$ cat src/design/phcl_pkg.sv
// Shared types and constants for the pose heuristic cost lookup.
// No dependencies; every other file of the block imports this package.
package phcl_pkg;

  localparam int OFS_W      = 12;
  localparam int HD_W       = 4;
  localparam int COST_W     = 30;
  localparam int RES_W      = 32;
  localparam int CFG_W      = 24;
  localparam int OMODE_W    = 3;
  localparam int CFG_IDX_W  = 2;

  localparam int DEF_MAP_WIDTH     = 16;
  localparam int DEF_MAP_HEIGHT    = 16;
  localparam int DEF_HEADINGS      = 16;
  localparam int DEF_SENTINEL_COST = 1000000000;

  localparam logic [OMODE_W-1:0] OMODE_RESET = 3'd5;
  localparam logic [CFG_W-1:0]   TRANS_RESET = 24'd256000;
  localparam logic [CFG_W-1:0]   ROT_RESET   = 24'd100531;

  // border projection and distance widths
  localparam int POS_W   = 22;
  localparam int DIV_W   = 20;
  localparam int REL_W   = 14;
  localparam int D2_W    = 28;
  localparam int SQ_IN_W = D2_W + 16;
  localparam int SQ_RT_W = SQ_IN_W / 2;
  localparam int ROOT_W  = SQ_RT_W + 1;
  localparam int STEP_W  = 7;

  localparam logic ITEM_LOAD  = 1'b0;
  localparam logic ITEM_QUERY = 1'b1;

  typedef enum logic [OMODE_W-1:0] {
    OM_MAX         = 3'd0,
    OM_INFINITE    = 3'd1,
    OM_ASSERT      = 3'd2,
    OM_ZERO        = 3'd3,
    OM_EUCLID_PRE  = 3'd4,
    OM_EUCLID_APP  = 3'd5
  } omode_e;

  typedef enum logic [CFG_IDX_W-1:0] {
    CFG_OUT_OF_MAP_MODE = 2'd0,
    CFG_TRANS_MS        = 2'd1,
    CFG_ROT_MS          = 2'd2
  } cfg_idx_e;

  typedef enum logic [3:0] {
    ST_IDLE, ST_LOOKUP, ST_PREP_Y, ST_DIV_Y, ST_CHECK, ST_DIV_X, ST_PROJ,
    ST_SQUARE, ST_SQRT_GO, ST_SQRT_WAIT, ST_LIN_MUL, ST_LIN_ADD, ST_SCAN,
    ST_SCAN_LAST, ST_EMIT
  } state_e;

endpackage

$ cat src/design/phcl_sqrt.sv
// Iterative square root rounded up, one root bit per cycle.
// Depends on phcl_pkg.
module phcl_sqrt import phcl_pkg::*; (
  input  logic               clk_i,
  input  logic               rst_ni,
  input  logic               start_i,
  input  logic [SQ_IN_W-1:0] rad_i,
  output logic               done_o,
  output logic [ROOT_W-1:0]  root_o
);
  localparam int CNT_W = $clog2(SQ_RT_W + 1);

  logic               busy_q, done_q;
  logic [CNT_W-1:0]   cnt_q;
  logic [SQ_IN_W-1:0] rad_q;
  logic [SQ_RT_W+1:0] rem_q;
  logic [SQ_RT_W-1:0] root_q;
  logic [SQ_RT_W+1:0] rem_sh, trial;
  logic               fits;

  assign rem_sh = {rem_q[SQ_RT_W-1:0], rad_q[SQ_IN_W-1 -: 2]};
  assign trial  = {root_q, 2'b01};
  assign fits   = rem_sh >= trial;

  always_ff @(posedge clk_i or negedge rst_ni) begin
    if (!rst_ni) begin
      busy_q <= 1'b0;
      done_q <= 1'b0;
      cnt_q  <= '0;
    end else begin
      done_q <= busy_q && (cnt_q == CNT_W'(1));
      if (start_i) begin
        busy_q <= 1'b1;
        cnt_q  <= CNT_W'(SQ_RT_W);
      end else if (busy_q) begin
        cnt_q <= cnt_q - CNT_W'(1);
        if (cnt_q == CNT_W'(1)) busy_q <= 1'b0;
      end
    end
  end

  always_ff @(posedge clk_i) begin
    if (start_i) begin
      rad_q  <= rad_i;
      rem_q  <= '0;
      root_q <= '0;
    end else if (busy_q) begin
      rad_q  <= {rad_q[SQ_IN_W-3:0], 2'b00};
      rem_q  <= fits ? rem_sh - trial : rem_sh;
      root_q <= {root_q[SQ_RT_W-2:0], fits};
    end
  end

  // round up when a remainder is left
  assign done_o = done_q;
  assign root_o = {1'b0, root_q} + ROOT_W'(rem_q != '0);
endmodule

$ cat config.mk
export PLATFORM = sky130hd
export DESIGN_NAME = phcl_sqrt
export DESIGN_NICKNAME = d
export VERILOG_FILES = /design/src/design/phcl_pkg.sv /design/src/design/phcl_sqrt.sv
export SDC_FILE = /design/constraint.sdc
export NUM_CORES = 1
export LEC_CHECK = 0
export BUFFER_PORTS_ARGS = -buffer_cell sky130_fd_sc_hd__buf_2
export CORE_AREA = 2 2 108 100
export CTS_CLUSTER_DIAMETER = 100
export DETAILED_ROUTE_END_ITERATION = 10
export DIE_AREA = 0 0 110 102
export HOLD_SLACK_MARGIN = 0.15
export PLACE_DENSITY = 0.84
export SYNTH_ARGS = -nofsm -noshare
export SYNTH_HDL_FRONTEND = slang
export SYNTH_SLANG_ARGS = --single-unit
$ cat constraint.sdc
create_clock -name clk_i -period 2.9 [get_ports clk_i]
set_input_delay 0.435 -clock clk_i [delete_from_list [all_inputs] [get_ports clk_i]]
set_output_delay 0.435 -clock clk_i [all_outputs]
set_load 0.005 [all_outputs]
# Yosys cells after proc, flatten, opt, wreduce, memory -nomap -nowiden
# Cells that the tools add are included.
# W data, S select, Z words.
[op_classes]
n_reduce_logical = 3
magnitude_cmp = 1
n_eq_ne = 1
add_sub_neg = 3
mux = 8
[op_table]
columns = ["operator", "count"]
rows = [
  ["$mux W44", 2],
  ["$ge A24 B24 Y1", 1],
  ["$mux W24", 1],
  ["$reduce_bool A24 Y1", 1],
  ["$sub A24 B24 Y24", 1],
  ["$add A22 B1 Y23", 1],
  ["$mux W5", 2],
  ["$eq A5 B1 Y1 const B", 1],
  ["$sub A5 B1 Y5 const B", 1],
  ["$mux W1", 3],
  ["$reduce_bool A2 Y1", 1],
  ["$logic_and A1 B1 Y1", 1],
]
[totals]
elab_cells = 22
input_bits = 47
register_bits = 97

# Longest topological paths before layout
# Gate-level depths: netlist of the first run.
[depth]
word_depth = 4
mapped_depth = 12
depth_no_buf = 9

# Worst setup path after synthesis of the first run
# No wires, ideal clock.
[synth_timing]
kind = "register to register"
startpoint = "register root_q[3]"
endpoint = "register rem_q[10]"
path_stages_with_launch = 12
slack_ps = 511
setup_ps = 157
arrival_ps = 2232
t_required_ps = 2743
path_cell_list = "dfxtp_1 -> inv_1 -> ha_1 -> a211oi_1 -> nor2_1 -> o31ai_2 -> a31oi_2 -> or2_1 -> buf_6 -> buf_8 -> nand2_1 -> a311oi_2"
[synth_via]
elab_chain_len = 2
word_cells_on_any_way = 3
cone_classes = "add/sub (1); order compare (1); mux (1)"
[synth_lines]
columns = ["element", "line_no", "text"]
rows = [
  ["from (decl)", "phcl_sqrt.sv:17", "logic [SQ_RT_W-1:0] root_q;"],
  ["from (signal assigned)", "phcl_sqrt.sv:50", "root_q <= {root_q[SQ_RT_W-2:0], fits};"],
  ["$sub A24 B24 Y24 / $ge A24 B24 Y1 (equally long branches)", "phcl_sqrt.sv:49, phcl_sqrt.sv:23", ""],
  ["$mux W24 (*)", "phcl_sqrt.sv:49", "rem_q <= fits ? rem_sh - trial : rem_sh;"],
  ["to (signal assigned)", "phcl_sqrt.sv:49", ""],
  ["to (decl)", "phcl_sqrt.sv:16", "logic [SQ_RT_W+1:0] rem_q;"],
]
# Mark *: on every way between the ends. The rest lies on a longest branch, timed or not.
# A chain may end at the register's enable or synchronous reset.

# Worst setup path after layout of the first run
[layout_timing]
startpoint = "register rem_q[2]"
endpoint = "output root_o[10]"
[layout_via]
elab_chain_len = 2
[layout_lines]
columns = ["element", "line_no", "text"]
rows = [
  ["$reduce_bool A24 Y1", "phcl_sqrt.sv:56", "assign root_o = {1'b0, root_q} + ROOT_W'(rem_q != '0);"],
  ["$add A22 B1 Y23", "phcl_sqrt.sv:56", ""],
  ["to (decl)", "phcl_sqrt.sv:9", "output logic [ROOT_W-1:0] root_o"],
]
# Every way passes these cells.

==> impl_metrics.toml, run 1 <==
[yosys]
yosysSeqAreaShare_pct = 41.6
synth_edf_count = 44
synth.most_common_cell = "nor2_1"
syn_area_um2 = 5800
ys_warn_count = 0
synth_top_area_cell = "edfxtp_1"
synth_common_cells = "nor2_1, dfxtp_1, edfxtp_1, nand2_1, mux2_2"
synth_cells = 586
synth_ff_type = "dfxtp_1"
yosys-top-cells-area = "edfxtp_1, dfxtp_1, mux2_2"
synth-seq-cells = 97
synth_fp_nets = 661
syn_avg_cell_area_um2 = 9.90
ys_types = 65
synth_top_area_share_pct = 22.8
async_flop_share_pct = 7.22

[job]
max-cap-violations = 0

[floorplanning]
fp.dieArea_um2 = 11200
core_region_area_um2 = 10000
fp.dieH_um = 102
die_w_um = 110
initial_core_util_pct = 57.9
rows = 35
pin_count = 71

[timing]
period_needed_ps = 2800
tightest_slew_ps = 852
rsz0062_at_grt = "yes"
holdWs_ps = 346
max-slew-margin-rel_pct = 43.0
setup_viol = 0
fin_worst_skew_ps = 12.6
setup_ws_ps = 101
finalCritPeriodShare_pct = 96.5
fin_tns_setup_ps = 0
hold_viol_final = 0
timing.fmax_mhz = 357
drv_slew = 0

[power]
powerDensity_nw_per_um2 = 888
ir_drop_mv = 0.480
finalPower_mw = 5.93
p_leak_nw = 2.84

[outcome]
run_status = "finished, final reports clean"

[placed_design]
placed_cells = 775
dpl.hpwl_mm = 9.59
gp_congestion = 0.937
pre_cts_slack_ps = 65.9
numPortBuffers = 70
placed_area_um2 = 6330

[global_route]
grt_max_degree = 55
antenna_found_initial = 0
grt_util_all_layers_pct = 24.7
grt.overflow.total = 0
grt_pass1_vias = 4584
grt_first_pass_wirelength_mm = 21.8

[finish]
final.fill_count = 722
stdcell_count = 793
area_delta_synth_final_pct = 15.0
multi_input_area_um2 = 3260
drive_gt1_share_pct = 31.2
final-seq-area_um2 = 2440
utilization_pct = 66.6
postLayoutCellArea_um2 = 6680
nets = 734
antenna_cells = 0

[routing]
drt-initial-drc-count = 307
met1_length_mm = 5.99
vias_per_cell = 5.94
wirelength_mm = 13.3
dr_wl_met2_mm = 6.39
drt_first_pass_iters = 4
highest_layer = "met4"
drc_errors = 0
wl_per_cell_um = 16.7
vias = 4708
final_antenna_net_count = 0
wl_met3_um = 586

[worst_hold_path]
hold_class = "in -> reg"
hp-start = "rad_i[1]"

[clocking]
numCtsBuffers = 9
clk_pin_slew_ps = 110
htreeDepth = 3
clock_sinks = 97
cts_tree = "done"
root_buffer = "clkbuf_8"
clock_latency_ps = 380
clock_path_buffers = 2

[worst_setup_path]
critPathKind = "reg -> out"
crit_path_start_kind = "flip-flop"
r2r-start = "root_q[9]"
critPathCaptureType = "output port"
cp.required_ps = 2470
cp_max_fo = 4
reg2reg_setup_slack_ps = 130
crit_start = "rem_q[2]"
cp.arrival_ps = 2360
==> state kept, by name, summed over array words and instances, names as in the netlist <==
name,count
rad_q,44
rem_q,24
root_q,22
cnt_q,5
busy_q,1
done_o,1
==> path summary, 6_finish.rpt <==
path,endpoint,cells past startpoint
min in group asynchronous,cnt_q[2],2
worst min register to register,rem_q[23],2
worst max-delay path,root_o[10],9
max in group asynchronous,busy_q,2
worst min-delay path,rad_q[1],2
worst max register to register,rem_q[9],10
==> cell families after synthesis <==
family	share of synthesized area, %
XOR/XNOR	5.88
multiplexers	12.5
AO/OA/AOI/OAI	12.4
AND/OR/NAND/NOR	17.3
adder cells (fa/ha/maj)	6.04
flip-flops	41.6
buffers and inverters	4.22
==> timing repair <==
action	CTS	global route
gates resized for setup	9	27
cloned	0	0
pin swaps	1	4
buffers inserted	0	1
hold buffers	1	0
hold endpoints to repair	7	0
setup endpoints to repair	7	18
==> placed cells by master, fill, tap and decap left out, drive strengths merged, types with 2 or more instances in the layout <==
cell type | Yosys | routed
a21o | 8 | 8
nor2 | 54 | 54
a211o | 3 | 3
inv | 32 | 37
ha | 28 | 28
o211ai | 2 | 2
dfxtp | 46 | 46
nor3 | 23 | 23
and3 | 6 | 6
xnor2 | 33 | 33
mux2 | 43 | 43
dfrtp | 7 | 7
nor3b | 3 | 3
a21oi | 19 | 19
or3 | 5 | 5
mux2i | 24 | 24
a211oi | 4 | 4
xor2 | 6 | 6
edfxtp | 44 | 44
buf | 12 | 87
nor4 | 10 | 10
nand4 | 6 | 6
o21ai | 21 | 21
a21boi | 2 | 2
or2 | 4 | 4
a31oi | 5 | 5
clkbuf | 14 | 9
nand2b | 6 | 6
o31ai | 2 | 2
a311oi | 11 | 11
a221oi | 2 | 2
or4 | 3 | 3
o21a | 2 | 2
a32oi | 6 | 6
and2 | 6 | 6
nand2 | 51 | 51
nand3 | 21 | 21
==> report_power, final <==
part           switching [mW]  leakage, nW  internal [mW]
logic                    1.75         1.81           1.42
registers               0.201        0.929           1.66
clock network           0.556       0.0990          0.344
total                    2.51         2.84           3.42
==> metal layers <==
metal  GRT usage [%]  vias to the layer above
li1                -                     2277
met1            33.8                     2261
met2            39.6                      140
met3            3.51                       30
met4            9.54                        0
met5               0                        -
==> layout make-up <==
cell class / instances / share of cell area [%]
clock buffers: 9 / 1.85
clock inverters: 7 / 1.12
inverters: 32 / 1.80
multi-input cells: 431 / 48.8
flip-flops and latches: 97 / 36.5
well taps: 129 / 2.42
repair buffers: 88 / 7.53
==> critical path, cell delays in order, from the launching register on <==
cell and delay (ps):
dfxtp_2 360, nor4_4 280, and4_1 220, nand3_1 110
ha_2 220, ha_2 200, and3_4 190, and3_1 170
xnor2_1 110, buf_2 120
Note: power is estimated with default switching activity, not from simulation.
==> run 2: changes to the inputs <==
- PLACE_DENSITY: 0.84 -> 0.9
==> run 2 against run 1 <==
Non-clock buffer count decreased by 4; via count increased by 4.8%; cell area increased by 0.43%; fmax decreased by 1.7%.
==> impl_metrics.toml, run 2 (synthesis gave the netlist of run 1 again) <==
[outcome]
run_status = "finished, final reports clean"

[global_route]
use_met3_pct = 5.55
grt_pass1_vias = 4730
grtUsageMet1_pct = 35.4
grt_util_all_layers_pct = 27.0
grt.overflow.total = 0
top_usage_layer = "met2"
antenna_found_initial = 0
grt_first_pass_wirelength_mm = 23.5
met2_usage_pct = 44.6
grt_max_degree = 55

[timing]
setup_ws_ps = 51.3
finalCritPeriodShare_pct = 98.2
tightest_slew_ps = 775
timing.fmax_mhz = 351
holdWs_ps = 337
setup_viol = 0
drv_slew = 0
period_needed_ps = 2850
fin_worst_skew_ps = 11.0
hold_viol_final = 0
max-slew-margin-rel_pct = 48.1
fin_tns_setup_ps = 0

[floorplanning]
fp.dieArea_um2 = 11200
fp.dieH_um = 102
core_region_area_um2 = 10000
die_w_um = 110
rows = 35
pin_count = 71
initial_core_util_pct = 57.9

[worst_setup_path]
cp.required_ps = 2470
critPathMaxStageDelay_ps = 440
crit_path_start_kind = "flip-flop"
cp.arrival_ps = 2410
cp_max_fo = 5
path_cells = "nor4_2 > nand3_2 > ha_2 > nand3_1 > nor2_1 > nand2_1 > xnor2_1 > buf_2"
critPathCaptureType = "output port"
critPathKind = "reg -> out"
cp_slowest_cell = "nor4_2"

[clocking]
clock_latency_ps = 380
clock_sinks = 97
numCtsBuffers = 9
clock_path_buffers = 2
clk_pin_slew_ps = 110
cts_tree = "done"
htreeDepth = 3
root_buffer = "clkbuf_8"

[power]
p_leak_nw = 2.81
ir_drop_mv = 0.658
powerDensity_nw_per_um2 = 918

[routing]
vias = 4932
wl_per_cell_um = 19.0
drt-initial-drc-count = 451
vias_per_cell = 6.25
final_antenna_net_count = 0
wirelength_mm = 15.0
drt_first_pass_iters = 6
drc_errors = 0

[finish]
top_regs = "rad_q: 44 flops, rem_q: 24 flops, root_q: 22 flops"
area_delta_synth_final_pct = 15.5
mostFrequentLayoutCell = "buf_2"
drive_gt1_share_pct = 31.5
largest_reg_flops = 44
final-seq-area_um2 = 2440
final.fill_count = 720
stdcell_count = 789
multi_input_area_um2 = 3310
nets = 730
mostFrequentLayoutCells = "buf_2, nor2_1, nand2_1, edfxtp_1, mux2_2"
antenna_cells = 0
top_register = "rad_q"

[placed_design]
numPortBuffers = 70
gp_congestion = 0.941
dpl.hpwl_mm = 10.4
pre_cts_slack_ps = 39.5
placed_cells = 768

[worst_hold_path]
hold_class = "in -> reg"

[job]
max-cap-violations = 0
-- run 2: changes by cell type in the layout (fill, tap and decap cells not counted), sizes merged --
| cell | before | now |
|---|---|---|
| buf | 87 | 83 |
| inv | 37 | 36 |
| clkinv | 1 | 2 |
-- run 2: path summary, 6_finish.rpt --
kind                           start          to  slack (ps)  cells after the start
setup / recovery           rem_q[14]  root_o[11]          50                      8
hold / removal              rad_i[0]    rad_q[0]         340                      2
setup reg to reg           root_q[2]   rem_q[15]         120                     10
hold reg to reg            rem_q[11]   rem_q[11]         530                      2
max in group asynchronous     rst_ni      busy_q        2330                      2
min in group asynchronous     rst_ni    cnt_q[4]         400                      2
-- run 2: worst max-delay path: cells and delay by family (launching register included) --
family	cells	cell delay, ps
XOR/XNOR	1	130
adder cells (fa/ha/maj)	1	230
buffers and inverters	1	140
flip-flops	1	380
AND/OR/NAND/NOR	5	1160
-- run 2: where the power goes --
part,internal (mW),switching (mW)
registers,1.66,0.220
clock network,0.342,0.560
logic,1.46,1.91
-- run 2: per-layer routing --
| layer | vias to the layer above | share of wire [%] |
|---|---|---|
| met5 | - | 0 |
| met4 | 0 | 3.8 |
| met3 | 53 | 7.2 |
| met1 | 2372 | 40 |
| li1 | 2267 | - |
| met2 | 240 | 49 |
-- run 2: layout make-up --
| class | instances | share of cell area, % |
|---|---|---|
| Clock inverter | 7 | 1.12 |
| Timing Repair Buffer | 84 | 7.05 |
| Clock buffer | 9 | 1.85 |
| Multi-Input combinational cell | 431 | 49.4 |
| Sequential cell | 97 | 36.4 |
| Inverter | 32 | 1.79 |
| Tap cell | 129 | 2.41 |
-- run 2: repair_timing --
item	in CTS	in global routing
gates cloned	0	0
pin swaps	0	7
resized for setup	7	41
buffers inserted	0	4
hold buffers	1	0
endpoints found under the hold margin	7	0
setup endpoints to repair	7	36
-- run 2: per-stage QoR --
step | power (mW) | utilization, % | instance area (um^2)
2_1_floorplan | 4.16 | - | 5800
3_3_place_gp | 4.75 | 62.6 | 6270
3_5_place_dp | 4.88 | 62.6 | 6270
4_1_cts | 5.85 | 65.1 | 6530
5_1_grt | 6.49 | 66.9 | 6710
6_report | 6.15 | 66.9 | 6710
==> run 3: changes to the inputs <==
- REMOVE_ABC_BUFFERS: unset -> 1
==> run 3 against run 2 <==
Sequential share of layout area grew 0.27 points; sequential cell count is the same; power shrank 5.5%; global-route usage shrank 0.77 points; critical endpoint is now root_o[10].
==> impl_metrics.toml, run 3 (synthesis gave the netlist of run 1 again) <==
[outcome]
run_status = "finished, final reports clean"

[routing]
wirelength_mm = 14.2
vias = 4714
wl_per_cell_um = 17.9
final_antenna_net_count = 0
drt_first_pass_iters = 5
drc_errors = 0
vias_per_cell = 5.94
drt-initial-drc-count = 306

[floorplanning]
rows = 35
fp.dieH_um = 102
pin_count = 71
core_region_area_um2 = 10000
initial_core_util_pct = 57.9
fp.dieArea_um2 = 11200
die_w_um = 110

[global_route]
grt_max_degree = 66
grt_first_pass_wirelength_mm = 22.5
grt_pass1_vias = 4623
grt.overflow.total = 0
grt_util_all_layers_pct = 26.3
antenna_found_initial = 0

[finish]
drive_gt1_share_pct = 30.0
final.fill_count = 792
area_delta_synth_final_pct = 14.4
nets = 734
stdcell_count = 793
antenna_cells = 0
utilization_pct = 66.2
top_register = "rad_q"
mostFrequentLayoutCell = "buf_2"
mostFrequentLayoutCells = "buf_2, nor2_1, nand2_1, edfxtp_1, mux2_2"
top_regs = "rad_q: 44 flops, rem_q: 24 flops, root_q: 22 flops"
largest_reg_flops = 44

[power]
p_leak_nw = 2.80
finalPower_mw = 5.81
powerDensity_nw_per_um2 = 875
ir_drop_mv = 0.541

[worst_setup_path]
critPathKind = "reg -> out"
reg2reg_setup_slack_ps = 140
r2r-start = "root_q[3]"
cp.required_ps = 2470
crit_path_start_kind = "flip-flop"
rr_worst_depth = 10
critPathCaptureType = "output port"
cp.arrival_ps = 2420
crit_start = "rem_q[9]"
crit_end = "root_o[10]"
rr_endpoint = "rem_q[15]"
cp_max_fo = 4

[placed_design]
pre_cts_slack_ps = 107
gp_congestion = 0.939
placed_cells = 776
numPortBuffers = 70
dpl.hpwl_mm = 10.4

[clocking]
clk_pin_slew_ps = 100
post_cts_buffers = 0
clock_path_buffers = 2
root_buffer = "clkbuf_8"
clock_sinks = 97
numCtsBuffers = 9
cts_tree = "done"
htreeDepth = 3
clock_latency_ps = 380

[timing]
finalCritPeriodShare_pct = 98.6
setup_viol = 0
hold_viol_final = 0
fin_tns_setup_ps = 0
period_needed_ps = 2860
setup_ws_ps = 41.9
max-slew-margin-rel_pct = 41.3
drv_slew = 0
fin_worst_skew_ps = 15.0
rsz0062_at_grt = "yes"
timing.fmax_mhz = 350
tightest_slew_ps = 877

[job]
max-cap-violations = 0

[worst_hold_path]
hold_class = "in -> reg"
run 3: stage by stage:
step	area, um^2	hold WS, ps
2_1_floorplan	5680	139
3_3_place_gp	6320	272
3_5_place_dp	6320	273
4_1_cts	6570	327
5_1_grt	6640	349
6_report	6640	342
run 3: worst min-delay path by stage:
stage | start | endpoint | slack (ps) | depth (start not counted)
detailed placement | rst_ni | done_o | 270 | 1
floorplan | rst_ni | busy_q | 140 | 0
finish | rad_i[1] | rad_q[1] | 340 | 2
global placement | rst_ni | done_o | 270 | 1
CTS | rad_i[1] | rad_q[1] | 330 | 2
global route | rad_i[16] | rad_q[16] | 350 | 2
run 3: cell type report:
cell class / instances / area, um^2 / area share [%]
inverter: 32 / 120 / 1.81
clock buffer: 10 / 128 / 1.92
multi-input combinational: 431 / 3250 / 49.0
sequential: 97 / 2430 / 36.7
timing repair buffer: 88 / 490 / 7.39
clock inverter: 6 / 51.3 / 0.773
tap: 129 / 161 / 2.43
run 3: worst max-delay path, cell delays in order (launching register included):
cell     delay, ps
dfxtp_4        380
nor4_4         320
and4_1         260
nand3_2        100
ha_4           200
ha_4           170
and3_4         190
and3_1         170
xnor2_1        120
buf_2          130
run 3: metal layers:
metal  up-vias  part of all wire (%)  wire length [um]  GRT usage (%)
li1       2272                     -                 -              -
met1      2243                    42              5990           32.9
met2       168                    48              6790           43.3
met3        31                   7.4              1050           7.46
met4         0                   2.5               355           9.74
met5         -                     0                 0              0
run 3: timing repair:
action,4_1_cts,5_1_grt
hold endpoints to repair,7,0
cloned,0,0
resized for setup,11,21
endpoints found under the setup margin,17,31
hold buffers,1,0
pin swaps,1,4
run 3: power by group:
group          switching (mW)  leakage [nW]  internal (mW)  total [mW]
Sequential              0.208         0.928           1.66        1.86
Combinational            1.76          1.78           1.35        3.11
Clock                   0.509        0.0867          0.326       0.835
Total                    2.48          2.80           3.34        5.81
