`src/design/phcl_pkg.sv`:
```
// Shared types and constants for the pose heuristic cost lookup.
// No dependencies; every other file of the block imports this package.
package phcl_pkg;

  localparam int OFS_W      = 12;
  localparam int HD_W       = 4;
  localparam int COST_W     = 30;
  localparam int RES_W      = 32;
  localparam int CFG_W      = 24;
  localparam int OMODE_W    = 3;
  localparam int CFG_IDX_W  = 2;

  localparam int DEF_MAP_WIDTH     = 16;
  localparam int DEF_MAP_HEIGHT    = 16;
  localparam int DEF_HEADINGS      = 16;
  localparam int DEF_SENTINEL_COST = 1000000000;

  localparam logic [OMODE_W-1:0] OMODE_RESET = 3'd5;
  localparam logic [CFG_W-1:0]   TRANS_RESET = 24'd256000;
  localparam logic [CFG_W-1:0]   ROT_RESET   = 24'd100531;

  // border projection and distance widths
  localparam int POS_W   = 22;
  localparam int DIV_W   = 20;
  localparam int REL_W   = 14;
  localparam int D2_W    = 28;
  localparam int SQ_IN_W = D2_W + 16;
  localparam int SQ_RT_W = SQ_IN_W / 2;
  localparam int ROOT_W  = SQ_RT_W + 1;
  localparam int STEP_W  = 7;

  localparam logic ITEM_LOAD  = 1'b0;
  localparam logic ITEM_QUERY = 1'b1;

  typedef enum logic [OMODE_W-1:0] {
    OM_MAX         = 3'd0,
    OM_INFINITE    = 3'd1,
    OM_ASSERT      = 3'd2,
    OM_ZERO        = 3'd3,
    OM_EUCLID_PRE  = 3'd4,
    OM_EUCLID_APP  = 3'd5
  } omode_e;

  typedef enum logic [CFG_IDX_W-1:0] {
    CFG_OUT_OF_MAP_MODE = 2'd0,
    CFG_TRANS_MS        = 2'd1,
    CFG_ROT_MS          = 2'd2
  } cfg_idx_e;

  typedef enum logic [3:0] {
    ST_IDLE, ST_LOOKUP, ST_PREP_Y, ST_DIV_Y, ST_CHECK, ST_DIV_X, ST_PROJ,
    ST_SQUARE, ST_SQRT_GO, ST_SQRT_WAIT, ST_LIN_MUL, ST_LIN_ADD, ST_SCAN,
    ST_SCAN_LAST, ST_EMIT
  } state_e;

endpackage

```
`src/design/phcl_div.sv`:
```
// Iterative signed divider (truncating), one quotient bit per cycle.
// Depends on phcl_pkg.
module phcl_div import phcl_pkg::*; (
  input  logic                    clk_i,
  input  logic                    rst_ni,
  input  logic                    start_i,
  input  logic signed [DIV_W:0]   num_i,
  input  logic signed [OFS_W-1:0] den_i,
  output logic                    done_o,
  output logic signed [DIV_W:0]   quo_o
);
  localparam int CNT_W = $clog2(DIV_W + 1);

  logic             busy_q, done_q, neg_q;
  logic [CNT_W-1:0] cnt_q;
  logic [OFS_W-1:0] den_q, rem_q;
  logic [DIV_W-1:0] acc_q;
  logic [OFS_W:0]   trial;
  logic [DIV_W:0]   num_mag;
  logic [OFS_W-1:0] den_mag;
  logic             fits;

  assign num_mag = num_i[DIV_W] ? (DIV_W+1)'(-num_i) : num_i;
  assign den_mag = den_i[OFS_W-1] ? OFS_W'(-den_i) : den_i;
  assign trial   = {rem_q, acc_q[DIV_W-1]};
  assign fits    = trial >= {1'b0, den_q};

  always_ff @(posedge clk_i or negedge rst_ni) begin
    if (!rst_ni) begin
      busy_q <= 1'b0;
      done_q <= 1'b0;
      cnt_q  <= '0;
    end else begin
      done_q <= busy_q && (cnt_q == CNT_W'(1));
      if (start_i) begin
        busy_q <= 1'b1;
        cnt_q  <= CNT_W'(DIV_W);
      end else if (busy_q) begin
        cnt_q <= cnt_q - CNT_W'(1);
        if (cnt_q == CNT_W'(1)) busy_q <= 1'b0;
      end
    end
  end

  always_ff @(posedge clk_i) begin
    if (start_i) begin
      neg_q <= num_i[DIV_W] ^ den_i[OFS_W-1];
      den_q <= den_mag;
      rem_q <= '0;
      acc_q <= num_mag[DIV_W-1:0];
    end else if (busy_q) begin
      rem_q <= fits ? OFS_W'(trial - {1'b0, den_q}) : trial[OFS_W-1:0];
      acc_q <= {acc_q[DIV_W-2:0], fits};
    end
  end

  assign done_o = done_q;
  assign quo_o  = neg_q ? -$signed({1'b0, acc_q}) : $signed({1'b0, acc_q});
endmodule

```
`config.mk`:
```
export PLATFORM = sky130hd
export DESIGN_NAME = phcl_div
export DESIGN_NICKNAME = d
export VERILOG_FILES = /design/src/design/phcl_pkg.sv /design/src/design/phcl_div.sv
export SDC_FILE = /design/constraint.sdc
export NUM_CORES = 1
export LEC_CHECK = 0
export ABC_CLOCK_PERIOD_IN_PS = 3600
export BUFFER_PORTS_ARGS = -buffer_cell sky130_fd_sc_hd__buf_2
export CAP_MARGIN = 25
export CORE_MARGIN = 3
export CORE_UTILIZATION = 35
export CTS_BUF_LIST = sky130_fd_sc_hd__clkbuf_8 sky130_fd_sc_hd__clkbuf_16
export CTS_CLUSTER_SIZE = 24
export DETAILED_ROUTE_END_ITERATION = 7
export GPL_ROUTABILITY_DRIVEN = 0
export HOLD_SLACK_MARGIN = 0.06
export SYNTH_ARGS = -nofsm -noshare
export SYNTH_HDL_FRONTEND = slang
export SYNTH_SLANG_ARGS = --single-unit
```
`constraint.sdc`:
```
create_clock -name clk_i -period 3.6 [get_ports clk_i]
set_clock_uncertainty 0.1 [all_clocks]
set_input_delay 0.36 -clock clk_i [delete_from_list [all_inputs] [get_ports clk_i]]
set_output_delay 0.36 -clock clk_i [all_outputs]
set_load 0.1 [all_outputs]
```
* Word level (Yosys, flattened, before mapping)
Index checks and enable logic that the tools add are counted.
Cells by class: add/subtract/negate cells 5, magnitude comparators 1, equality and inequality tests 1, mux-type cells 11, bitwise gates (word level) 1, reductions and logical operators 2
Operator list (number):
- two-way mux 20 bit | 3
- two-way mux 21 bit | 1
- negation 20 -> 21 bit | 1
- negation 20 bit | 1
- >= comparator 13 x 12 -> 1 bit | 1
- two-way mux 12 bit | 1
- negation 12 bit | 1
- subtractor 12 bit | 1
- two-way mux 11 bit | 1
- two-way mux 5 bit | 2
- == test 5 x 1 -> 1 bit, second input constant | 1
- subtractor 5 x 1 -> 5 bit, second input constant | 1
- two-way mux 1 bit | 3
- nonzero test 2 bit | 1
- logical AND 1 bit | 1
- bitwise XOR 1 bit | 1
Storage, ports and cells: bits in registers 52, input bits 36, output and inout bits 22

* Logic depth before layout (Yosys ltp)
Gate-level depths: netlist of run 1.
depth after elaboration 4, depth in mapped cells 11, mapped depth without buffers 9

* Least setup slack after synthesis of run 1
No wires, ideal clock.
path type reg2out, start register neg_q, end output port quo_o[1], arrival time 2.711 ns, data required time 3.140 ns, slack 0.429 ns, cell stages (with the launch flop) 3, path buffers 1, cell sequence edfxtp_1 clkbuf_1 o21ai_0
Between the ends: longest elaborated chain between the ends 1
Ends and longest elaborated chain:
- start, declared | RTL line phcl_div.sv:14 | logic busy_q, done_q, neg_q;
- start signal, assigned | RTL line phcl_div.sv:47 | neg_q <= num_i[DIV_W] ^ den_i[OFS_W-1];
- two-way mux 21 bit | RTL line phcl_div.sv:58 | assign quo_o = neg_q ? -$signed({1'b0, acc_q}) : $signed({1'b0, acc_q});
- end, declared | RTL line phcl_div.sv:10 | output logic signed [DIV_W:0] quo_o
No other way between the ends.

* Final worst setup path of run 1
start register acc_q[8], end output port quo_o[17]
Between the ends: longest elaborated chain between the ends 2
Ends and longest elaborated chain:
- start, declared | RTL line phcl_div.sv:17 | logic [DIV_W-1:0] acc_q;
- start signal, assigned | RTL line phcl_div.sv:50 | acc_q <= num_mag[DIV_W-1:0];
- start signal, assigned | RTL line phcl_div.sv:53 | acc_q <= {acc_q[DIV_W-2:0], fits};
- negation 20 -> 21 bit | RTL line phcl_div.sv:58
- two-way mux 21 bit | RTL line phcl_div.sv:58
No other way between the ends.

==> flow_summary.toml, run 1 <==
[clocking]
path_clk_slew_ns = 0.09
htreeDepth = 2
cts-root-buf = "clkbuf_8"
insertion_delay_ns = 0.30
cts_resized = 0
cts_setup_buffers = 0
clk_path_buf_depth = 2
cts_tree = "yes"
cts_sinks = 52
numCtsBuffers = 5

[detailed_routing]
wl_per_cell_um = 13.6
first_pass_iters = 4
routed_wl_um = 7910
ant_nets = 0
drc = 0
vias = 2966
drt_iter0_markers = 176
vias_per_cell = 5.10

[sta]
setup_viol = 0
max_freq_ghz = 0.323
relSlewSlack = 0.453
rsz0062_at_grt = "no"
fin_crit_sh = 0.860
period_minus_slack_ns = 3.10
worstMarginPinSlew_ns = 0.819
slew_viol_final = 0
final_hold_viol_count = 0
totalNegativeSetupSlack_ns = 0
layout_setup_ws_ns = 0.503

[synthesis]
synth.yosys.seq_area_share = 0.383
synth_edf_count = 33
yosys_warnings = 0
synth_top_area_frac = 0.270
async_flop_share = 0.135
synthFlopType = "edfxtp_1"
synth_area_leaders = "edfxtp_1 (27%), xnor2_1 (9.1%), dfxtp_1 (6.5%)"
synth.avg_cell_area_um2 = 9.24
ys_types = 56
ys_ff_latch = 52
syn_nets = 451
yosys.area.top_type = "edfxtp_1"
synthCells = 397
synth_area_mm2 = 0.00367

[floorplanning]
core_area_mm2 = 0.0100
boundaryPins = 58
die_h_um = 108
start_util = 0.367
dieArea_mm2 = 0.0117
num_rows = 36
dieWidth_um = 108

[final_layout]
register_area_mm2 = 0.00141
fin_nets = 503
syn_to_final_growth_pct = 13.5
finalInstanceArea_mm2 = 0.00416
drive_above_1_share = 0.176
fillers = 1022
diodes = 0
multi_input_area_mm2 = 0.00210
mostFrequentLayoutCells = "buf_2 (57), xnor2_1 (38), nand2_1 (35)"
layout_commonest_cell = "buf_2"

[run]
cap_viol_max_count = 0

[worst_setup_path]
worstPathArrival_ns = 2.64
rr_endpoint = "rem_q[5]$_SDFFE_PP0P_"
start_kind = "flop"
required_ns = 3.14
reg2reg_slack_ns = 1.00
critPathKind = "flop to output pin"
path_max_fanout = 4
cp-end-kind = "output pin"
r2r_start = "den_q[1]$_DFFE_PP_"
reg2reg_depth = 8

[min_path]
holdCritPathClass = "input port to flop"
min_to = "den_q[0]$_DFFE_PP_"
worstHoldPathCells = 1
min-delay-start = "den_i[0]"

[global_routing]
globalRouteTotalUtil = 0.141
first_global_vias = 2851
grt_max_degree = 38
antenna_found_initial = 0
grt_pass1_wl_um = 13500
overflow = 0

[place]
placed_cell_area_mm2 = 0.00408
numPortBuffers = 57
post-place-ws_ns = 0.834
dp_hpwl_um = 6200

[power_and_ir_drop]
ir_drop_mv = 0.263
power_density_mw_per_mm2 = 632
p_leak_nw = 1.69

[outcome]
status = "complete, no violations"
-- cells in the mapped netlist, types with 3 or more instances --
master	count
nand3_1	6
or2_2	3
nor2_1	33
and2_1	3
dfrtp_1	7
a21oi_1	23
nand4b_1	3
o41ai_1	5
dfxtp_1	12
clkbuf_1	12
mux2i_1	9
o31ai_1	15
ha_1	17
edfxtp_1	33
nor2b_1	4
inv_1	26
o21ai_0	27
nand3b_1	3
or3_1	3
nor3_1	3
nor4_1	6
nand2b_1	9
xnor2_1	38
nand2_1	35
xor2_1	21
-- state kept, by name, indices dropped and copies added, names as in the netlist --
signal	count
acc_q	20
den_q	12
rem_q	12
cnt_q	5
busy_q	1
done_o	1
neg_q	1
-- worst max-delay path: stages, from the launching register on --
cell and delay [ns]:
edfxtp_1 0.46, nor4_1 0.64, nand4_1 0.26, o41ai_1 0.35
xnor2_1 0.17, buf_2 0.45
-- final cells by class --
type                       instances  share of cell area
timing repair buffer              61              0.0763
clock buffer                       5              0.0165
tap                              133              0.0400
sequential                        52               0.338
inverter                          26              0.0234
clock inverter                     2             0.00210
multi-input combinational        303               0.504
-- worst max path at each step --
stage,from,to,slack [ns],cells after the start
after global routing,acc_q[8]$_DFFE_PP_,quo_o[17],0.34,5
after floorplan,neg_q$_DFFE_PP_,quo_o[1],0.43,2
after detailed placement,acc_q[8]$_DFFE_PP_,quo_o[17],0.83,5
after CTS,acc_q[8]$_DFFE_PP_,quo_o[17],0.50,5
final,acc_q[8]$_DFFE_PP_,quo_o[17],0.50,5
after global placement,acc_q[8]$_DFFE_PP_,quo_o[17],0.85,5
-- where the power goes --
part           switching, W  internal, W
Sequential         0.000116     0.000765
Clock              0.000183     0.000130
Combinational      0.000964     0.000476
Total               0.00126      0.00137
-- metal layers --
layer  wire length [µm]  track usage  up-vias
met5                  0            0        -
met2               3750        0.233       59
met3                295       0.0221        9
met1               3790        0.194     1378
li1                   -            -     1520
met4                 81       0.0370        0
-- logic make-up after synthesis --
logic type | count (synthesis) | share of synthesized area
xor+xnor | 59 | 0.141
simple gates | 123 | 0.170
flops | 52 | 0.383
mux | 12 | 0.0348
fa+ha+maj | 18 | 0.0634
buf+inv | 42 | 0.0447
compound gates | 91 | 0.163
-- timing repair --
| item | CTS | global route |
|---|---|---|
| hold endpoints to repair | 7 | 0 |
| hold buffers | 1 | 0 |
| endpoints found under the setup margin | 0 | 0 |
-- stage by stage --
stage	std cells	power, W	hold WS (ns)	utilization
global placement	574	0.00230	0.100	0.408
detailed placement	574	0.00233	0.102	0.408
floorplan	397	0.00207	-0.0356	-
CTS	582	0.00265	0.162	0.416
finish	582	0.00263	0.170	0.416
global route	582	0.00282	0.168	0.416
Note: power is estimated with default switching activity, not from simulation.
==> inputs of run 2 (changes only) <==
- CELL_PAD_IN_SITES_DETAIL_PLACEMENT: unset -> 1
- CELL_PAD_IN_SITES_GLOBAL_PLACEMENT: unset -> 1
- PLACE_DENSITY_LB_ADDON: unset -> 0.1
==> run 2 against run 1 <==
Against the previous run: routed wire length rose by 14%; die area did not move; sequential cell count did not move; hold slack got worse by 0.0020 ns; power rose by 5.2%; sequential share of layout area fell by 0.35 points; sequential power rose by 2%; critical path type unchanged; largest cell class unchanged; highest routed layer unchanged.
==> flow_summary.toml, run 2 (synthesized netlist as in run 1, its figures left out) <==
[run]
cap_viol_max_count = 0

[floorplanning]
boundaryPins = 58
die_h_um = 108
num_rows = 36
start_util = 0.367
core_area_mm2 = 0.0100
dieArea_mm2 = 0.0117
dieWidth_um = 108

[final_layout]
largest_reg_flops = 20
mostFrequentLayoutCells = "buf_2 (57), xnor2_1 (38), nand2_1 (35)"
drive_above_1_share = 0.180
diodes = 0
syn_to_final_growth_pct = 14.7
regMostFlops = "acc_q"
final_cells = 583
fin_nets = 503
layout_commonest_cell = "buf_2"
reg.largest.list = "acc_q x20, den_q x12, rem_q x12"
fillers = 1183

[worst_setup_path]
reg2reg_depth = 8
cp_slowest_cell = "nor4_1"
path_cells = "nor4_1, nand4_1, o41ai_1, xnor2_1, buf_2"
cp-end-kind = "output pin"
rr_endpoint = "rem_q[0]$_SDFFE_PP0P_"
path_max_fanout = 4
critPathKind = "flop to output pin"
r2r_start = "den_q[1]$_DFFE_PP_"
max_stage_delay_ns = 0.62
critical_path_buf_inv_count = 1
critPathTopFamily = "simple AND/OR/NAND/NOR gates"
start_kind = "flop"
reg2reg_slack_ns = 1.02
worstPathArrival_ns = 2.70
required_ns = 3.14

[clocking]
path_clk_slew_ns = 0.10
clk_path_buf_depth = 2
cts_setup_buffers = 0
cts_hold_buf = 1
insertion_delay_ns = 0.32
cts_tree = "yes"
cts_sinks = 52
cts_resized = 0
htreeDepth = 2
cts-root-buf = "clkbuf_8"
numCtsBuffers = 5

[min_path]
min_to = "den_q[0]$_DFFE_PP_"
min-delay-start = "den_i[0]"
holdCritPathClass = "input port to flop"
worstHoldPathCells = 1

[detailed_routing]
ant_nets = 0
routed_wl_um = 8990
vias_per_cell = 5.16
wl_met1_um = 4520
wl_per_cell_um = 15.4
wl_met3_um = 246
first_pass_iters = 4
drc = 0
vias = 3006
top_layer = "met4"
drt_iter0_markers = 103
dr_wl_met2_um = 4140

[sta]
worstMarginPinSlew_ns = 0.898
rsz0062_at_grt = "no"
hold_slack_ns = 0.168
slew_viol_final = 0
setup_viol = 0
fin_crit_sh = 0.878
totalNegativeSetupSlack_ns = 0
max_freq_ghz = 0.316
period_minus_slack_ns = 3.16
layout_setup_ws_ns = 0.438
relSlewSlack = 0.401
final_hold_viol_count = 0

[place]
post-place-ws_ns = 0.792
place_inst = 574
numPortBuffers = 57
dp_hpwl_um = 7000

[outcome]
status = "complete, no violations"

[global_routing]
first_global_vias = 3027
grt_pass1_wl_um = 15200
globalRouteTotalUtil = 0.161
overflow = 0
grt_max_degree = 62
antenna_found_initial = 0

[power_and_ir_drop]
ir_drop_mv = 0.270
p_leak_nw = 1.71
power_density_mw_per_mm2 = 658
[run 2: metal layers]
metal	up-vias	track usage
met4	0	0.0325
li1	1521	-
met5	-	0
met2	36	0.257
met3	7	0.0251
met1	1442	0.231
[run 2: per-stage QoR]
| step | utilization | instance area [µm²] | power, W |
|---|---|---|---|
| 2_1_floorplan | - | 3670 | 0.00207 |
| 3_3_place_gp | 0.408 | 4080 | 0.00235 |
| 3_5_place_dp | 0.408 | 4080 | 0.00236 |
| 4_1_cts | 0.421 | 4210 | 0.00279 |
| 5_1_grt | 0.421 | 4210 | 0.00296 |
| 6_report | 0.421 | 4210 | 0.00277 |
[run 2: final cells by class]
type                       instances  area (µm²)  share of cell area
tap                              133         166              0.0395
clock buffer                       8         121              0.0288
multi-input combinational        303        2100               0.499
inverter                          26        97.6              0.0232
timing repair buffer              61         318              0.0755
sequential                        52        1410               0.334
[run 2: how the worst max path moves through the flow]
stage	to	cells after the start	from	slack [ns]
after floorplan	quo_o[1]	2	neg_q$_DFFE_PP_	0.43
after global placement	quo_o[17]	5	acc_q[8]$_DFFE_PP_	0.93
after detailed placement	quo_o[17]	5	acc_q[8]$_DFFE_PP_	0.79
after CTS	quo_o[17]	5	acc_q[8]$_DFFE_PP_	0.43
after global routing	quo_o[17]	5	acc_q[8]$_DFFE_PP_	0.17
final	quo_o[17]	5	acc_q[8]$_DFFE_PP_	0.44
[run 2: worst register-to-register path, delay by kind of cell (launching register included)]
family | cells | cell delay [ns]
AO/OA/AOI/OAI | 4 | 1.12
flip-flops | 1 | 0.40
multiplexers | 1 | 0.38
adder cells (fa/ha/maj) | 1 | 0.30
AND/OR/NAND/NOR | 1 | 0.15
buffers and inverters | 1 | 0.06
[run 2: report_power, final]
part	internal, W	switching (W)	leakage [nW]
Sequential	0.000765	0.000133	0.511
Clock	0.000218	0.000205	0.0627
Combinational	0.000477	0.000972	1.13
==> inputs of run 3 (changes only) <==
- ABC_AREA: unset -> 1
- CORE_ASPECT_RATIO: unset -> 1.2
==> run 3 against run 2 <==
Against the previous run: critical path type unchanged; first-iteration DRC count shrank 31%; routed wire length grew 20%; sequential share of layout area shrank 3.6 points; final cell count grew 36%; largest power group unchanged; hold slack gained 0.026 ns; via count grew 27%; highest routed layer unchanged.
==> flow_summary.toml, run 3 <==
[outcome]
status = "complete, no violations"

[worst_setup_path]
critical_path_buf_inv_count = 2
critPathKind = "flop to output pin"
cp-end-kind = "output pin"
critPathTopFamily = "buffers and inverters"
path_max_fanout = 5
required_ns = 3.14
crit_cells = 8
path_cells = "inv_1, ha_1, nand3_1, nor3_4, nand3_1, o21ai_0, xnor2_1, buf_2"
reg2reg_depth = 9
max_stage_delay_ns = 0.45
worstPathArrival_ns = 2.35
crit_path_frequent_cell = "nand3_1"
cp_slowest_cell = "buf_2"
start_kind = "flop"

[sta]
rsz0062_at_grt = "no"
totalNegativeSetupSlack_ns = 0
final_hold_viol_count = 0
max_freq_ghz = 0.356
period_minus_slack_ns = 2.81
slew_viol_final = 0
fin_crit_sh = 0.781
worstMarginPinSlew_ns = 0.979
relSlewSlack = 0.345
setup_viol = 0

[detailed_routing]
first_pass_iters = 4
drc = 0
wl_per_cell_um = 13.7
vias_per_cell = 4.83
routed_wl_um = 10800
drt_iter0_markers = 71
ant_nets = 0
vias = 3814

[floorplanning]
num_rows = 42
start_util = 0.366
boundaryPins = 58
die_h_um = 125
core_area_mm2 = 0.0112
dieWidth_um = 105
dieArea_mm2 = 0.0131

[clocking]
clk_path_buf_depth = 2
cts_hold_buf = 1
cts-root-buf = "clkbuf_16"
insertion_delay_ns = 0.29
cts_setup_buffers = 0
cts_sinks = 52
path_clk_slew_ns = 0.07
cts_tree = "yes"
cts_resized = 0
htreeDepth = 2
numCtsBuffers = 5

[synthesis]
synthCells = 583
synthFlopType = "edfxtp_1"
synth.avg_cell_area_um2 = 7.06
yosys_warnings = 0
synth_top_family_by_area = "simple AND/OR/NAND/NOR gates"
synth_compound_area_frac = 0.0742
synth_commonest_cells = "nand2_1 (154), inv_1 (93), nor2_1 (59)"
synthMuxAreaShare = 0
ys_ff_latch = 52
synth_fa_ha_area_frac = 0.0565
synth_top_area_frac = 0.241
synth.most_common_cell = "nand2_1"
async_flop_share = 0.135
synth_area_leaders = "edfxtp_1 (24%), nand2_1 (14%), inv_1 (8.5%)"
ys_types = 39
yosys.area_share.simple = 0.329
synthXorXnorAreaFrac = 0.0915
syn_nets = 637
synth_area_mm2 = 0.00412
yosys.area.top_type = "edfxtp_1"
synth.yosys.seq_area_share = 0.342
synth_edf_count = 33

[final_layout]
multi_input_area_mm2 = 0.00227
syn_to_final_growth_pct = 14.6
fillers = 1512
drive_above_1_share = 0.137
reg.largest.list = "acc_q x20, den_q x12, rem_q x12"
mostFrequentLayoutCells = "nand2_1 (154), inv_1 (93), nor2_1 (59)"
finalInstanceArea_mm2 = 0.00472
register_area_mm2 = 0.00141
fin_nets = 689
regMostFlops = "acc_q"
largest_reg_flops = 20
diodes = 0
final_cells = 790
layout_commonest_cell = "nand2_1"

[power_and_ir_drop]
ir_drop_mv = 0.242
p_leak_nw = 2.32
power_density_mw_per_mm2 = 622

[global_routing]
grt_max_degree = 33
first_global_vias = 3882
overflow = 0
antenna_found_initial = 0
globalRouteTotalUtil = 0.167
grt_pass1_wl_um = 18000

[place]
dp_hpwl_um = 8940
place_inst = 781
numPortBuffers = 57
placed_cell_area_mm2 = 0.00453

[min_path]
worstHoldPathCells = 1
holdCritPathClass = "input port to flop"

[run]
cap_viol_max_count = 0
## run 3: cell count changes after synthesis, sizes merged, moves of 12 or more
cell,before,now
o21ai,27,39
inv,26,95
nand4,2,17
o31ai,15,1
nand3,6,50
nor2,33,62
nand2,35,157
xnor2,38,15
## run 3: metrics by stage
stage | setup slack [ns] | total power [W] | hold WS, ns | utilization
after detailed placement | 1.06 | 0.00241 | 0.101 | 0.403
after global routing | 0.546 | 0.00316 | 0.188 | 0.419
after CTS | 0.735 | 0.00298 | 0.187 | 0.419
after floorplan | 0.362 | 0.00209 | -0.0356 | -
after global placement | 1.12 | 0.00238 | 0.102 | 0.403
final | 0.788 | 0.00293 | 0.194 | 0.419
## run 3: final timing paths
path / from / to / slack, ns
worst min-delay path: den_i[0] / den_q[0]$_DFFE_PP_ / 0.19
worst max register to register: rem_q[6]$_SDFFE_PP0P_ / acc_q[0]$_DFFE_PP_ / 1.26
max in group asynchronous: rst_ni / cnt_q[2]$_DFFE_PN0P_ / 2.93
worst min register to register: rem_q[1]$_SDFFE_PP0P_ / rem_q[1]$_SDFFE_PP0P_ / 0.39
worst max-delay path: acc_q[1]$_DFFE_PP_ / quo_o[12] / 0.79
min in group asynchronous: rst_ni / done_o$_DFF_PN0_ / 0.32
## run 3: layer usage
metal / global-route usage / part of all wire
met1: 0.172 / 0.39
met2: 0.345 / 0.57
met3: 0.0181 / 0.020
met4: 0.0432 / 0.015
met5: 0 / 0
## run 3: power breakdown
part           switching, W  leakage (nW)  total (W)  internal, W
Sequential         0.000102         0.527   0.000852     0.000751
Clock              0.000209        0.0871   0.000557     0.000348
Combinational       0.00112          1.71    0.00152     0.000407
Total               0.00143          2.32    0.00293      0.00151
## run 3: kinds of logic (layout without fill, tap and decap cells)
| logic type | after synthesis | in the layout |
|---|---|---|
| and+or+nand+nor | 302 | 302 |
| AOI/OAI and AO/OA | 57 | 57 |
| DFF | 52 | 52 |
| adders and majority gates | 18 | 18 |
| xor gates and xnor gates | 43 | 43 |
| buffers and inverters | 111 | 164 |
## run 3: layout make-up
class	instances	share of cell area
Inverter	96	0.0764
Clock inverter	2	0.00822
Multi-Input combinational cell	420	0.481
Timing Repair Buffer	60	0.0658
Sequential cell	52	0.298
Clock buffer	6	0.0295
Tap cell	154	0.0409
